==> config.mk <==
export PLATFORM = sky130hd
export DESIGN_NAME = panel_fault_supervisor_core
export DESIGN_NICKNAME = d
export VERILOG_FILES = /design/src/sv/pfs_pkg.sv /design/src/sv/pfs_cfg_regs.sv /design/src/sv/pfs_history.sv /design/src/sv/pfs_eval.sv /design/src/sv/panel_fault_supervisor_core.sv
export SDC_FILE = /design/constraint.sdc
export NUM_CORES = 1
export LEC_CHECK = 0
export BUFFER_PORTS_ARGS = -buffer_cell sky130_fd_sc_hd__buf_2
export CORE_MARGIN = 4
export CORE_UTILIZATION = 35
export CTS_CLUSTER_DIAMETER = 200
export DETAILED_ROUTE_END_ITERATION = 12
export PLACE_DENSITY = 0.58
export SKIP_CTS_REPAIR_TIMING = 1
export SLEW_MARGIN = 20
export SYNTH_ARGS = -nofsm -noshare
export SYNTH_HDL_FRONTEND = slang
export SYNTH_HIERARCHICAL = 1
export SYNTH_SLANG_ARGS = --single-unit
==> constraint.sdc <==
create_clock -name clk -period 15.7 [get_ports clk]
set_clock_uncertainty 0.1 [all_clocks]
set_input_delay 2.355 -clock clk [delete_from_list [all_inputs] [get_ports clk]]
set_output_delay 2.355 -clock clk [all_outputs]
set_load 0.1 [all_outputs]
==> src/sv/pfs_pkg.sv <==
// Shared types and constants for the panel fault supervisor.
package pfs_pkg;

    localparam int HISTORY_DEPTH = 4;
    localparam int TIME_BITS     = 32;
    localparam int WINDOW_BITS   = 20;
    localparam int COUNT_BITS    = 4;

    localparam logic [COUNT_BITS-1:0] RETRY_SAT = '1;

    typedef enum logic [2:0] {
        OP_MODE_CHECK = 3'd0,
        OP_ON_CHECK   = 3'd1,
        OP_DETECT     = 3'd2,
        OP_LINK       = 3'd3,
        OP_EXT_FAIL   = 3'd4,
        OP_ON         = 3'd5,
        OP_OFF        = 3'd6
    } op_t;

    typedef enum logic [1:0] {
        ST_OK        = 2'd0,
        ST_READ_ERR  = 2'd1,
        ST_STATE_ERR = 2'd2,
        ST_LINE      = 2'd3
    } status_t;

    typedef enum logic [2:0] {
        CFG_RETRY_LIMIT      = 3'd0,
        CFG_FAULT_WINDOW     = 3'd1,
        CFG_WINDOW_SETS_OVER = 3'd2,
        CFG_DETECT_PRESENT   = 3'd3,
        CFG_LINK_PRESENT     = 3'd4,
        CFG_POWER_MODE_MASK  = 3'd5
    } cfg_idx_t;

    typedef struct packed {
        logic [COUNT_BITS-1:0]  retry_limit;
        logic [WINDOW_BITS-1:0] fault_window_ms;
        logic                   window_sets_retry_over;
        logic                   detect_line_present;
        logic                   link_error_line_present;
        logic [7:0]             power_mode_mask;
    } cfg_t;

    typedef struct packed {
        logic [2:0]           operation;
        logic                 read_ok;
        logic [7:0]           power_mode;
        logic                 detect_level;
        logic                 link_error_level;
        logic                 recovery_pending;
        logic [TIME_BITS-1:0] time_ms;
    } item_t;

    typedef struct packed {
        logic [1:0]            check_result;
        logic                  recovery_request;
        logic                  panel_off_event;
        logic                  retry_over_flag;
        logic                  irq_reenable;
        logic                  link_clear;
        logic                  backlight_off;
        logic [COUNT_BITS-1:0] retry_count;
    } result_t;

    typedef struct packed {
        logic                  panel_is_on;
        status_t               mode_status;
        logic [COUNT_BITS-1:0] retry_counter;
        logic                  over_limit;
    } sup_state_t;

endpackage

==> src/sv/pfs_cfg_regs.sv <==
// Configuration register file of the panel fault supervisor.
module pfs_cfg_regs
    import pfs_pkg::*;
(
    input  logic                   clk,
    input  logic                   rst_n,
    input  logic                   wr_en,
    input  logic [2:0]             wr_index,
    input  logic [WINDOW_BITS-1:0] wr_data,
    output cfg_t                   cfg
);

    cfg_t cfg_reg;
    cfg_t cfg_next;

    always_comb
    begin
        cfg_next = cfg_reg;
        if (wr_en)
        begin
            case (cfg_idx_t'(wr_index))
                CFG_RETRY_LIMIT:      cfg_next.retry_limit = wr_data[COUNT_BITS-1:0];
                CFG_FAULT_WINDOW:     cfg_next.fault_window_ms = wr_data;
                CFG_WINDOW_SETS_OVER: cfg_next.window_sets_retry_over = wr_data[0];
                CFG_DETECT_PRESENT:   cfg_next.detect_line_present = wr_data[0];
                CFG_LINK_PRESENT:     cfg_next.link_error_line_present = wr_data[0];
                CFG_POWER_MODE_MASK:  cfg_next.power_mode_mask = wr_data[7:0];
                default:              cfg_next = cfg_reg;
            endcase
        end
    end

    always_ff @(posedge clk or negedge rst_n)
    begin
        if (!rst_n)
        begin
            cfg_reg.retry_limit             <= COUNT_BITS'(3);
            cfg_reg.fault_window_ms         <= WINDOW_BITS'(10000);
            cfg_reg.window_sets_retry_over  <= 1'b1;
            cfg_reg.detect_line_present     <= 1'b1;
            cfg_reg.link_error_line_present <= 1'b1;
            cfg_reg.power_mode_mask         <= 8'h14;
        end
        else
        begin
            cfg_reg <= cfg_next;
        end
    end

    assign cfg = cfg_reg;

endmodule

==> src/sv/pfs_history.sv <==
// Detect-fault time history and burst window compare.
module pfs_history
    import pfs_pkg::*;
(
    input  logic                   clk,
    input  logic                   rst_n,
    input  logic                   record,
    input  logic [TIME_BITS-1:0]   now,
    input  logic [WINDOW_BITS-1:0] window,
    output logic                   window_hit
);

    logic [TIME_BITS-1:0]     times_reg [HISTORY_DEPTH];
    logic [HISTORY_DEPTH-1:0] valid_reg;
    logic [TIME_BITS-1:0]     diff;

    // difference wraps modulo the time width
    assign diff       = now - times_reg[HISTORY_DEPTH-1];
    assign window_hit = valid_reg[HISTORY_DEPTH-1] &&
                        (diff <= {{(TIME_BITS-WINDOW_BITS){1'b0}}, window});

    always_ff @(posedge clk or negedge rst_n)
    begin
        if (!rst_n)
        begin
            valid_reg <= '0;
        end
        else if (record)
        begin
            if (window_hit)
            begin
                valid_reg <= '0;
            end
            else
            begin
                for (int i = HISTORY_DEPTH - 1; i > 0; i--)
                begin
                    valid_reg[i] <= valid_reg[i-1];
                end
                valid_reg[0] <= 1'b1;
            end
        end
    end

    always_ff @(posedge clk)
    begin
        if (record && !window_hit)
        begin
            for (int i = HISTORY_DEPTH - 1; i > 0; i--)
            begin
                times_reg[i] <= times_reg[i-1];
            end
            times_reg[0] <= now;
        end
    end

endmodule

==> src/sv/pfs_eval.sv <==
// Per-event decision logic: result fields and next supervisor state.
module pfs_eval
    import pfs_pkg::*;
(
    input  item_t      item,
    input  cfg_t       cfg,
    input  sup_state_t st,
    input  logic       window_hit,
    output sup_state_t st_next,
    output result_t    res,
    output logic       record
);

    logic    detect_fault;
    logic    link_fault;
    logic    req;
    logic    reenable;
    logic    lclear;
    logic    bl_off;
    status_t status;
    status_t mode_eval;

    assign detect_fault = cfg.detect_line_present && !item.detect_level;
    assign link_fault   = cfg.link_error_line_present && item.link_error_level;

    always_comb
    begin
        if (!item.read_ok)
            mode_eval = ST_READ_ERR;
        else if ((item.power_mode & cfg.power_mode_mask) != cfg.power_mode_mask)
            mode_eval = ST_STATE_ERR;
        else
            mode_eval = ST_OK;
    end

    always_comb
    begin
        st_next  = st;
        status   = ST_OK;
        req      = 1'b0;
        reenable = 1'b0;
        lclear   = 1'b0;
        bl_off   = 1'b0;
        record   = 1'b0;
        case (op_t'(item.operation))
            OP_MODE_CHECK:
            begin
                if (!st.panel_is_on)
                begin
                    st_next.mode_status = mode_eval;
                    status              = mode_eval;
                end
            end
            OP_ON_CHECK:
            begin
                if (st.mode_status == ST_READ_ERR || st.mode_status == ST_STATE_ERR)
                    status = st.mode_status;
                if (detect_fault || link_fault)
                    status = ST_LINE;
                if (status != ST_OK)
                begin
                    if (st.retry_counter >= cfg.retry_limit)
                        st_next.over_limit = 1'b1;
                    if (st.retry_counter != RETRY_SAT)
                        st_next.retry_counter = st.retry_counter + 1'b1;
                    req = st.panel_is_on && !item.recovery_pending;
                end
                else
                begin
                    st_next.retry_counter = '0;
                    st_next.over_limit    = 1'b0;
                end
            end
            OP_DETECT:
            begin
                if (st.panel_is_on && !item.recovery_pending)
                begin
                    if (detect_fault)
                    begin
                        status = ST_LINE;
                        record = 1'b1;
                        req    = 1'b1;
                        if (window_hit && cfg.window_sets_retry_over)
                            st_next.over_limit = 1'b1;
                    end
                    else
                    begin
                        reenable = 1'b1;
                    end
                end
            end
            OP_LINK:
            begin
                if (st.panel_is_on && !item.recovery_pending)
                begin
                    if (link_fault)
                    begin
                        status = ST_LINE;
                        lclear = 1'b1;
                        req    = 1'b1;
                    end
                    else
                    begin
                        reenable = 1'b1;
                    end
                end
            end
            OP_EXT_FAIL:
            begin
                req = 1'b1;
            end
            OP_ON:
            begin
                st_next.panel_is_on = 1'b1;
            end
            OP_OFF:
            begin
                st_next.panel_is_on = 1'b0;
                bl_off              = st.over_limit;
            end
            default:
            begin
                st_next = st;
            end
        endcase
    end

    always_comb
    begin
        res.check_result     = status;
        res.recovery_request = req;
        res.panel_off_event  = req && st_next.over_limit;
        res.retry_over_flag  = st_next.over_limit;
        res.irq_reenable     = reenable;
        res.link_clear       = lclear;
        res.backlight_off    = bl_off;
        res.retry_count      = st_next.retry_counter;
    end

endmodule

==> src/sv/panel_fault_supervisor_core.sv <==
// Top level of the panel fault supervisor: input stage, decision, result stage.
//
//  channel  | signals                          | direction | beat
//  ---------+----------------------------------+-----------+-----------------------------
//  s_axis   | tvalid, tready, tdata[47:0]      | in        | one event
//  m_axis   | tvalid, tready, tdata[15:0]      | out       | one result per event
//  cfg      | valid, ready, index[2:0], data   | in        | one register write
//
//  One event per cycle sustained while m_axis_tready is high.
//  The decision is one combinational pass between the input and result registers;
//  supervisor state updates as an event moves to the result register.
//  rst_n clears state, history valid bits and both stages; registers take reset values.
//  A stalled output holds the result and backpressure reaches s_axis_tready the same cycle.
//  cfg_ready is always high.
module panel_fault_supervisor_core
    import pfs_pkg::*;
(
    input  logic                   clk,
    input  logic                   rst_n,
    input  logic                   s_axis_tvalid,
    output logic                   s_axis_tready,
    // operation[2:0], read_ok[3], power_mode[11:4], detect_level[12],
    // link_error_level[13], recovery_pending[14], time_ms[46:15], zero[47]
    input  logic [47:0]            s_axis_tdata,
    output logic                   m_axis_tvalid,
    input  logic                   m_axis_tready,
    // check_result[1:0], recovery_request[2], panel_off_event[3], retry_over_flag[4],
    // irq_reenable[5], link_clear[6], backlight_off[7], retry_count[11:8], zero[15:12]
    output logic [15:0]            m_axis_tdata,
    input  logic                   cfg_valid,
    output logic                   cfg_ready,
    input  logic [2:0]             cfg_index,
    input  logic [WINDOW_BITS-1:0] cfg_data
);

    logic       in_valid_reg;
    item_t      in_item_reg;
    item_t      in_item_next;
    logic       out_valid_reg;
    result_t    out_res_reg;
    sup_state_t state_reg;
    sup_state_t state_next;
    result_t    res;
    cfg_t       cfg;
    logic       advance;
    logic       fire;
    logic       record;
    logic       window_hit;

    assign cfg_ready     = 1'b1;
    assign advance       = !out_valid_reg || m_axis_tready;
    assign fire          = in_valid_reg && advance;
    assign s_axis_tready = !in_valid_reg || advance;

    always_comb
    begin
        in_item_next.operation        = s_axis_tdata[2:0];
        in_item_next.read_ok          = s_axis_tdata[3];
        in_item_next.power_mode       = s_axis_tdata[11:4];
        in_item_next.detect_level     = s_axis_tdata[12];
        in_item_next.link_error_level = s_axis_tdata[13];
        in_item_next.recovery_pending = s_axis_tdata[14];
        in_item_next.time_ms          = s_axis_tdata[46:15];
    end

    pfs_cfg_regs u_cfg (
        .clk      (clk),
        .rst_n    (rst_n),
        .wr_en    (cfg_valid && cfg_ready),
        .wr_index (cfg_index),
        .wr_data  (cfg_data),
        .cfg      (cfg)
    );

    pfs_history u_hist (
        .clk        (clk),
        .rst_n      (rst_n),
        .record     (record && fire),
        .now        (in_item_reg.time_ms),
        .window     (cfg.fault_window_ms),
        .window_hit (window_hit)
    );

    pfs_eval u_eval (
        .item       (in_item_reg),
        .cfg        (cfg),
        .st         (state_reg),
        .window_hit (window_hit),
        .st_next    (state_next),
        .res        (res),
        .record     (record)
    );

    always_ff @(posedge clk or negedge rst_n)
    begin
        if (!rst_n)
        begin
            in_valid_reg  <= 1'b0;
            out_valid_reg <= 1'b0;
            state_reg     <= '{panel_is_on: 1'b0, mode_status: ST_OK,
                               retry_counter: '0, over_limit: 1'b0};
        end
        else
        begin
            if (s_axis_tready)
                in_valid_reg <= s_axis_tvalid;
            if (advance)
                out_valid_reg <= in_valid_reg;
            if (fire)
                state_reg <= state_next;
        end
    end

    always_ff @(posedge clk)
    begin
        if (s_axis_tvalid && s_axis_tready)
            in_item_reg <= in_item_next;
        if (fire)
            out_res_reg <= res;
    end

    assign m_axis_tvalid = out_valid_reg;
    assign m_axis_tdata  = {4'b0, out_res_reg.retry_count, out_res_reg.backlight_off,
                            out_res_reg.link_clear, out_res_reg.irq_reenable,
                            out_res_reg.retry_over_flag, out_res_reg.panel_off_event,
                            out_res_reg.recovery_request, out_res_reg.check_result};

    // a panel-off event only goes out with a recovery request under retry-over
    assert property (@(posedge clk) disable iff (!rst_n)
        (out_valid_reg && out_res_reg.panel_off_event) |->
            (out_res_reg.recovery_request && out_res_reg.retry_over_flag))
        else $error("panel_off_event without request and retry-over");

    assert property (@(posedge clk) disable iff (!rst_n)
        (out_valid_reg && out_res_reg.backlight_off) |-> out_res_reg.retry_over_flag)
        else $error("backlight_off without retry-over");

    // an event in the input stage moves on when the result stage is free
    assert property (@(posedge clk) disable iff (!rst_n)
        (in_valid_reg && !out_valid_reg) |=> out_valid_reg)
        else $error("input stage did not advance into free result stage");

    // state only changes when an event is evaluated
    assert property (@(posedge clk) disable iff (!rst_n)
        !fire |=> $stable(state_reg))
        else $error("supervisor state changed without an event");

endmodule

After elaboration in Yosys (flattened, before gate mapping) --
Memories as Yosys holds them, arrays and structs flattened. Cells that the tools add are included.
Storage, ports and cells: bits in registers 108, memory bits (writable) 128, output and inout bits 19, logic and storage cells 116, memories 1
Operators by class: add/subtract/negate cells 2, $lt $le $gt $ge 2, equality and inequality tests 15, multiplexer cells 35, bitwise logic cells 2, reduce and logical (&&, ||, !) cells 31
Memories:
- u_hist.times_reg | words 4, width 32, read ports 4, clocked after memory_dff 0, wr ports 4, RTL line pfs_history.sv:13 | logic [TIME_BITS-1:0] times_reg [HISTORY_DEPTH];
Operator list (number):
- less-or-equal comparator 32 x 20 -> 1 bit | 1
- subtractor 32 bit | 1
- two-way mux 2 bit | 10
- two-way mux 1 bit | 16
- equality test 3 bit (second input constant) | 5
- AND reduction 2 bit | 7
- equality test 3 x 2 -> 1 bit (second input constant) | 4
- two-way mux 4 bit | 3
- logical AND 1 bit | 10
- bitwise AND 8 bit | 1
- != test 8 bit | 1
- one-hot mux 2 bit (4 select lines) | 1
- equality test 3 x 1 -> 1 bit (second input constant) | 2
- logical NOT 3 bit | 2
- one-hot mux 1 bit (2 select lines) | 3
- logical NOT 1 bit | 5
- two-way mux 5 bit | 1
- adder 4 x 1 -> 4 bit (second input constant) | 1
- >= comparator 4 bit | 1
- logical OR 1 bit | 4
- != test 4 bit (second input constant) | 1
- one-hot mux 1 bit (4 select lines) | 1
- nonzero test 2 bit | 2
- AND reduction 3 bit | 1
- other kinds (3) | 3

Depth between registers and ports, before layout --
An unclocked memory read counts as a cell.
depth after elaboration 10, mapped depth 25, depth with buffers taken out 23

Cells and area by module --
Netlist, hierarchy kept.
Modules (own cells, without submodules):
- pfs_history | instances 1, cells each 517, area an instance 6510.0 um^2, seq. area each 3943.8 um^2
- panel_fault_supervisor_core | instances 1, cells each 92, area an instance 2250.9 um^2, seq. area each 2021.9 um^2
- pfs_cfg_regs | instances 1, cells each 78, area an instance 1402.6 um^2, seq. area each 890.9 um^2
- pfs_eval | instances 1, cells each 93, area an instance 651.9 um^2, seq. area each 0.0 um^2

Worst setup path after synthesis --
No wires, ideal clock.
kind reg-to-reg, start point reg in_item_reg[0] (netlist name), end point mem u_hist.times_reg[0][0], enable pin, setup time 0.514 ns, arrival 6.437 ns, data required time 15.086 ns, path slack 8.649 ns, stages on the path, launching flop included 22, period minus slack after synthesis 7.051 ns, cells stage by stage edfxtp_1 > inv_1 > ha_1 > fa_1 > nor2b_1 > o2111ai_1 > a21oi_1 > nor2_1 > o21ai_0 > a21boi_0 > xnor2_1 > ha_1 > o21ai_0 > o21ai_0 > nor2b_1 > a31oi_1 > o21ai_0 > nand4_1 > nor4_1 > and4_1 > buf_6 > nor2b_2
RTL lines:
- from (decl) | RTL line panel_fault_supervisor_core.sv:37 | item_t in_item_reg;
- from (signal assigned) | RTL line panel_fault_supervisor_core.sv:117 | in_item_reg <= in_item_next;
- to (decl) | RTL line pfs_history.sv:13

==> results.rst <==
.. list-table::
   :header-rows: 1

   * - Metric
     - Value
   * - Floorplan die area
     - 0.03378 mm²
   * - Yosys Warn Count
     - 6
   * - Share of the clock period used by the worst path after layout
     - 0.3819
   * - Sequential element share of the synthesized area
     - 0.6340
   * - Share of post-route cells with drive strength above 1
     - 0.2441
   * - Library cell used as clock root buffer
     - sky130_fd_sc_hd__clkbuf_16
   * - Worst endpoint data arrival time
     - 6.03 ns
   * - Kind of capture point of the worst setup path
     - flop
   * - Library cell contributing the largest single delay on the critical path
     - sky130_fd_sc_hd__buf_4
   * - Number of max-slew violations in the final report
     - 0
   * - Total routed wirelength
     - 20880 µm
   * - Total standard cell area after synthesis
     - 0.01082 mm²
   * - Worst-skew pair later-pin latency
     - 0.51 ns
   * - Max stage delay on crit path
     - 0.81 ns
   * - Buffer levels on the longest clock path
     - 3
   * - Final hold violations
     - 0
   * - Sinks on Clock Net
     - 236
   * - Layout overhead on the synthesized area
     - 15.13%
   * - Number of DRC markers in iteration 0
     - 309
   * - Most used flip-flop cell after synthesis
     - sky130_fd_sc_hd__edfxtp_1
   * - Type of the worst min-delay path
     - reg2reg
   * - Max FO, Critical Path
     - 72
   * - Clock tree from TritonCTS
     - yes
   * - Outcome
     - finished, final reports clean
   * - Worst hold slack
     - 0.3139 ns
   * - Post-detailed-route count of antenna-violating nets
     - 0
   * - Setup Crit Path Kind
     - reg2reg
   * - Category of the worst setup path launch point
     - flop
   * - Number of max-capacitance violations reported
     - 0
   * - Clock-pin slew on the worst setup and hold paths
     - 0.06 ns
   * - Cell chain of the critical path
     - inv_1 > ha_1 > fa_1 > nor2b_1 > o2111ai_1 > a21oi_1 > nor2_1 > o21ai_0 > a21boi_0 > xnor2_1 > ha_1 > o21ai_0 > o21ai_0 > nor2b_1 > a31oi_1 > o21ai_0 > nand4_1 > nor4_1 > and4_1 > nor2b_4 > buf_4 > buf_4
   * - Count of standard-cell rows
     - 64
   * - Global-route wire length before repair
     - 32990 µm
   * - Dominant cell by count in the synthesized netlist
     - sky130_fd_sc_hd__edfxtp_1
   * - Post-Route Setup TNS
     - 0 ns
   * - Number of enable-type register cells in the synthesized netlist
     - 187
   * - Total Routing Usage GR
     - 0.1213
   * - FF+latch count, synth
     - 236
   * - Top-area cell type share of the netlist area
     - 0.5192
   * - Most Frequent Cell on Critical Path
     - sky130_fd_sc_hd__o21ai_0
   * - Die span in x
     - 183.8 µm
   * - Drt drc
     - 0
   * - Core Region
     - 0.03051 mm²
   * - Die Ht
     - 183.8 µm
   * - Mean instance size in the synthesized netlist
     - 13.87 µm²
   * - Post-synthesis async set-or-reset flop share
     - 0.2076
   * - Pwr per Cell Area
     - 126.2 mW/mm²
   * - Final weighted congestion in routability-driven placement
     - 0.8465
   * - Transition at the pin with the smallest max-transition slack
     - 0.9017 ns
   * - Initial antenna violation count
     - 3
   * - Routed vias/inst
     - 4.824
   * - RSZ-0062 raised after global routing
     - false
   * - Number of CTS-inserted buffers
     - 25
   * - Leak
     - 0.004848 µW
   * - Routed wire length per instance
     - 16.14 µm
   * - Synth cell count leaders
     - sky130_fd_sc_hd__edfxtp_1, sky130_fd_sc_hd__inv_1, sky130_fd_sc_hd__ha_1
   * - Initial DRT Pass Iterations
     - 4
   * - Min cycle time layout
     - 5.995 ns
   * - Number of global-route vias before repair
     - 6153
   * - Worst vdd ir
     - 69.97 µV
   * - Number of H-tree levels
     - 1
   * - Pin count of the biggest net entering global routing
     - 73
   * - Cell types with the largest area share after synthesis
     - sky130_fd_sc_hd__edfxtp_1, sky130_fd_sc_hd__dfrtp_1, sky130_fd_sc_hd__ha_1
   * - CP Data Required Time
     - 15.74 ns
   * - Worst slew margin relative to its limit
     - 0.3989
   * - I/O pin count
     - 95
   * - Routed via count
     - 6242
   * - Final #Nets
     - 1011
   * - Starting density of the core
     - 0.3545
   * - Number of buffer cells added on primary ports
     - 88
   * - Synthesized instance count
     - 780
   * - Flip-flop count of the largest register, all copies and words added
     - 128
   * - Final number of setup-violating endpoints
     - 0
   * - Maximum frequency from static timing analysis
     - 0.1668 GHz
   * - Synth area leader
     - sky130_fd_sc_hd__edfxtp_1
   * - HPWL after DPL
     - 14640 µm
   * - Netlist cell types
     - 85
   * - GRT Residual Overflow
     - 0
cell families (layout without fill, tap and decap cells):
logic type / count (synthesis) / in the layout / synth area share
AOI/OAI and AO/OA: 149 / 149 / 0.09128
xor gates and xnor gates: 23 / 23 / 0.01863
adders and majority gates: 57 / 57 / 0.06664
buffers and inverters: 98 / 212 / 0.04292
DFF: 236 / 236 / 0.6340
muxes: 49 / 49 / 0.05449
other: 2 / 6 / 0.0006944
and+or+nand+nor: 166 / 166 / 0.09139
worst paths after layout:
check	start	to	slack [ns]	cells after the start
hold reg to reg	u_hist/times_reg[2][7]	u_hist/times_reg[3][7]	0.31	0
min in group asynchronous	rst_n	u_cfg/cfg[1]	1.86	2
setup reg to reg	in_item_reg[0]	u_hist/times_reg[3][30]	9.70	22
setup / recovery	in_item_reg[0]	u_hist/times_reg[3][30]	9.70	22
hold / removal	u_hist/times_reg[2][7]	u_hist/times_reg[3][7]	0.31	0
max in group asynchronous	rst_n	u_cfg/cfg[28]	13.19	2
cells in the final DEF (no fill, tap or decap), types with 4 or more instances in the layout:
cell / count
sky130_fd_sc_hd__o21a_1: 10
sky130_fd_sc_hd__o21bai_1: 4
sky130_fd_sc_hd__buf_2: 88
sky130_fd_sc_hd__or3_1: 5
sky130_fd_sc_hd__nor2_1: 27
sky130_fd_sc_hd__clkbuf_1: 5
sky130_fd_sc_hd__o22ai_1: 5
sky130_fd_sc_hd__clkinv_2: 4
sky130_fd_sc_hd__nand2b_1: 15
sky130_fd_sc_hd__nand4_1: 11
sky130_fd_sc_hd__a21oi_1: 43
sky130_fd_sc_hd__nor4_1: 4
sky130_fd_sc_hd__nor3b_1: 4
sky130_fd_sc_hd__xnor2_1: 13
sky130_fd_sc_hd__bufinv_16: 4
sky130_fd_sc_hd__edfxtp_1: 187
sky130_fd_sc_hd__o21ai_0: 24
sky130_fd_sc_hd__xor2_1: 10
sky130_fd_sc_hd__dfrtp_1: 37
sky130_fd_sc_hd__a31oi_1: 7
sky130_fd_sc_hd__ha_1: 56
sky130_fd_sc_hd__nor2b_1: 11
sky130_fd_sc_hd__mux2_2: 35
sky130_fd_sc_hd__inv_1: 71
sky130_fd_sc_hd__o21ai_1: 6
sky130_fd_sc_hd__clkinv_1: 5
sky130_fd_sc_hd__o211ai_1: 7
sky130_fd_sc_hd__conb_1: 5
sky130_fd_sc_hd__nand3_1: 11
sky130_fd_sc_hd__mux2_4: 8
sky130_fd_sc_hd__a211oi_1: 7
sky130_fd_sc_hd__dfstp_2: 12
sky130_fd_sc_hd__nand2_1: 43
sky130_fd_sc_hd__buf_4: 5
sky130_fd_sc_hd__clkbuf_16: 25
sky130_fd_sc_hd__a21o_1: 7
layer usage:
layer	vias up	wire length, µm	global-route usage
met5	-	34	0
met4	6	269	0.02218
met3	26	1104	0.02909
met2	134	9285	0.1906
met1	3008	10190	0.1746
li1	3068	-	-
area by class of cell:
class / instances / area, µm²
Clock inverter: 15 / 175.2
Fill cell: 2844 / 18060
Clock buffer: 31 / 658.1
Inverter: 73 / 274.0
Sequential cell: 236 / 6857
Timing Repair Buffer: 93 / 478.0
Multi-Input combinational cell: 449 / 3512
Tap cell: 396 / 495.5
Antenna cell: 1 / 2.502
worst max-delay path: cells and delay by family, from the launching register on:
family	cells	cell delay [ns]
XOR/XNOR	1	0.17
flip-flops	1	0.37
adder cells (fa/ha/maj)	3	0.93
buffers and inverters	3	1.43
AO/OA/AOI/OAI	8	1.51
AND/OR/NAND/NOR	7	1.02
power by group:
group          switching, µW  total [µW]  internal, µW
Clock                    231         593           362
Sequential              28.2         750           722
Combinational            136         228          92.4
Total                    395        1570          1180
per-stage QoR:
step	setup WS, ns	total power (µW)	cell area, µm²	std cells	util
CTS	9.670	1597	12450	1293	0.4081
finish	9.705	1572	12450	1294	0.4081
floorplan	8.649	938.2	10830	783	-
global placement	9.803	987.1	11620	1247	0.3807
global route	9.339	1653	12450	1293	0.4081
detailed placement	9.694	991.7	11620	1247	0.3807
(Power assumes the default switching activity.)
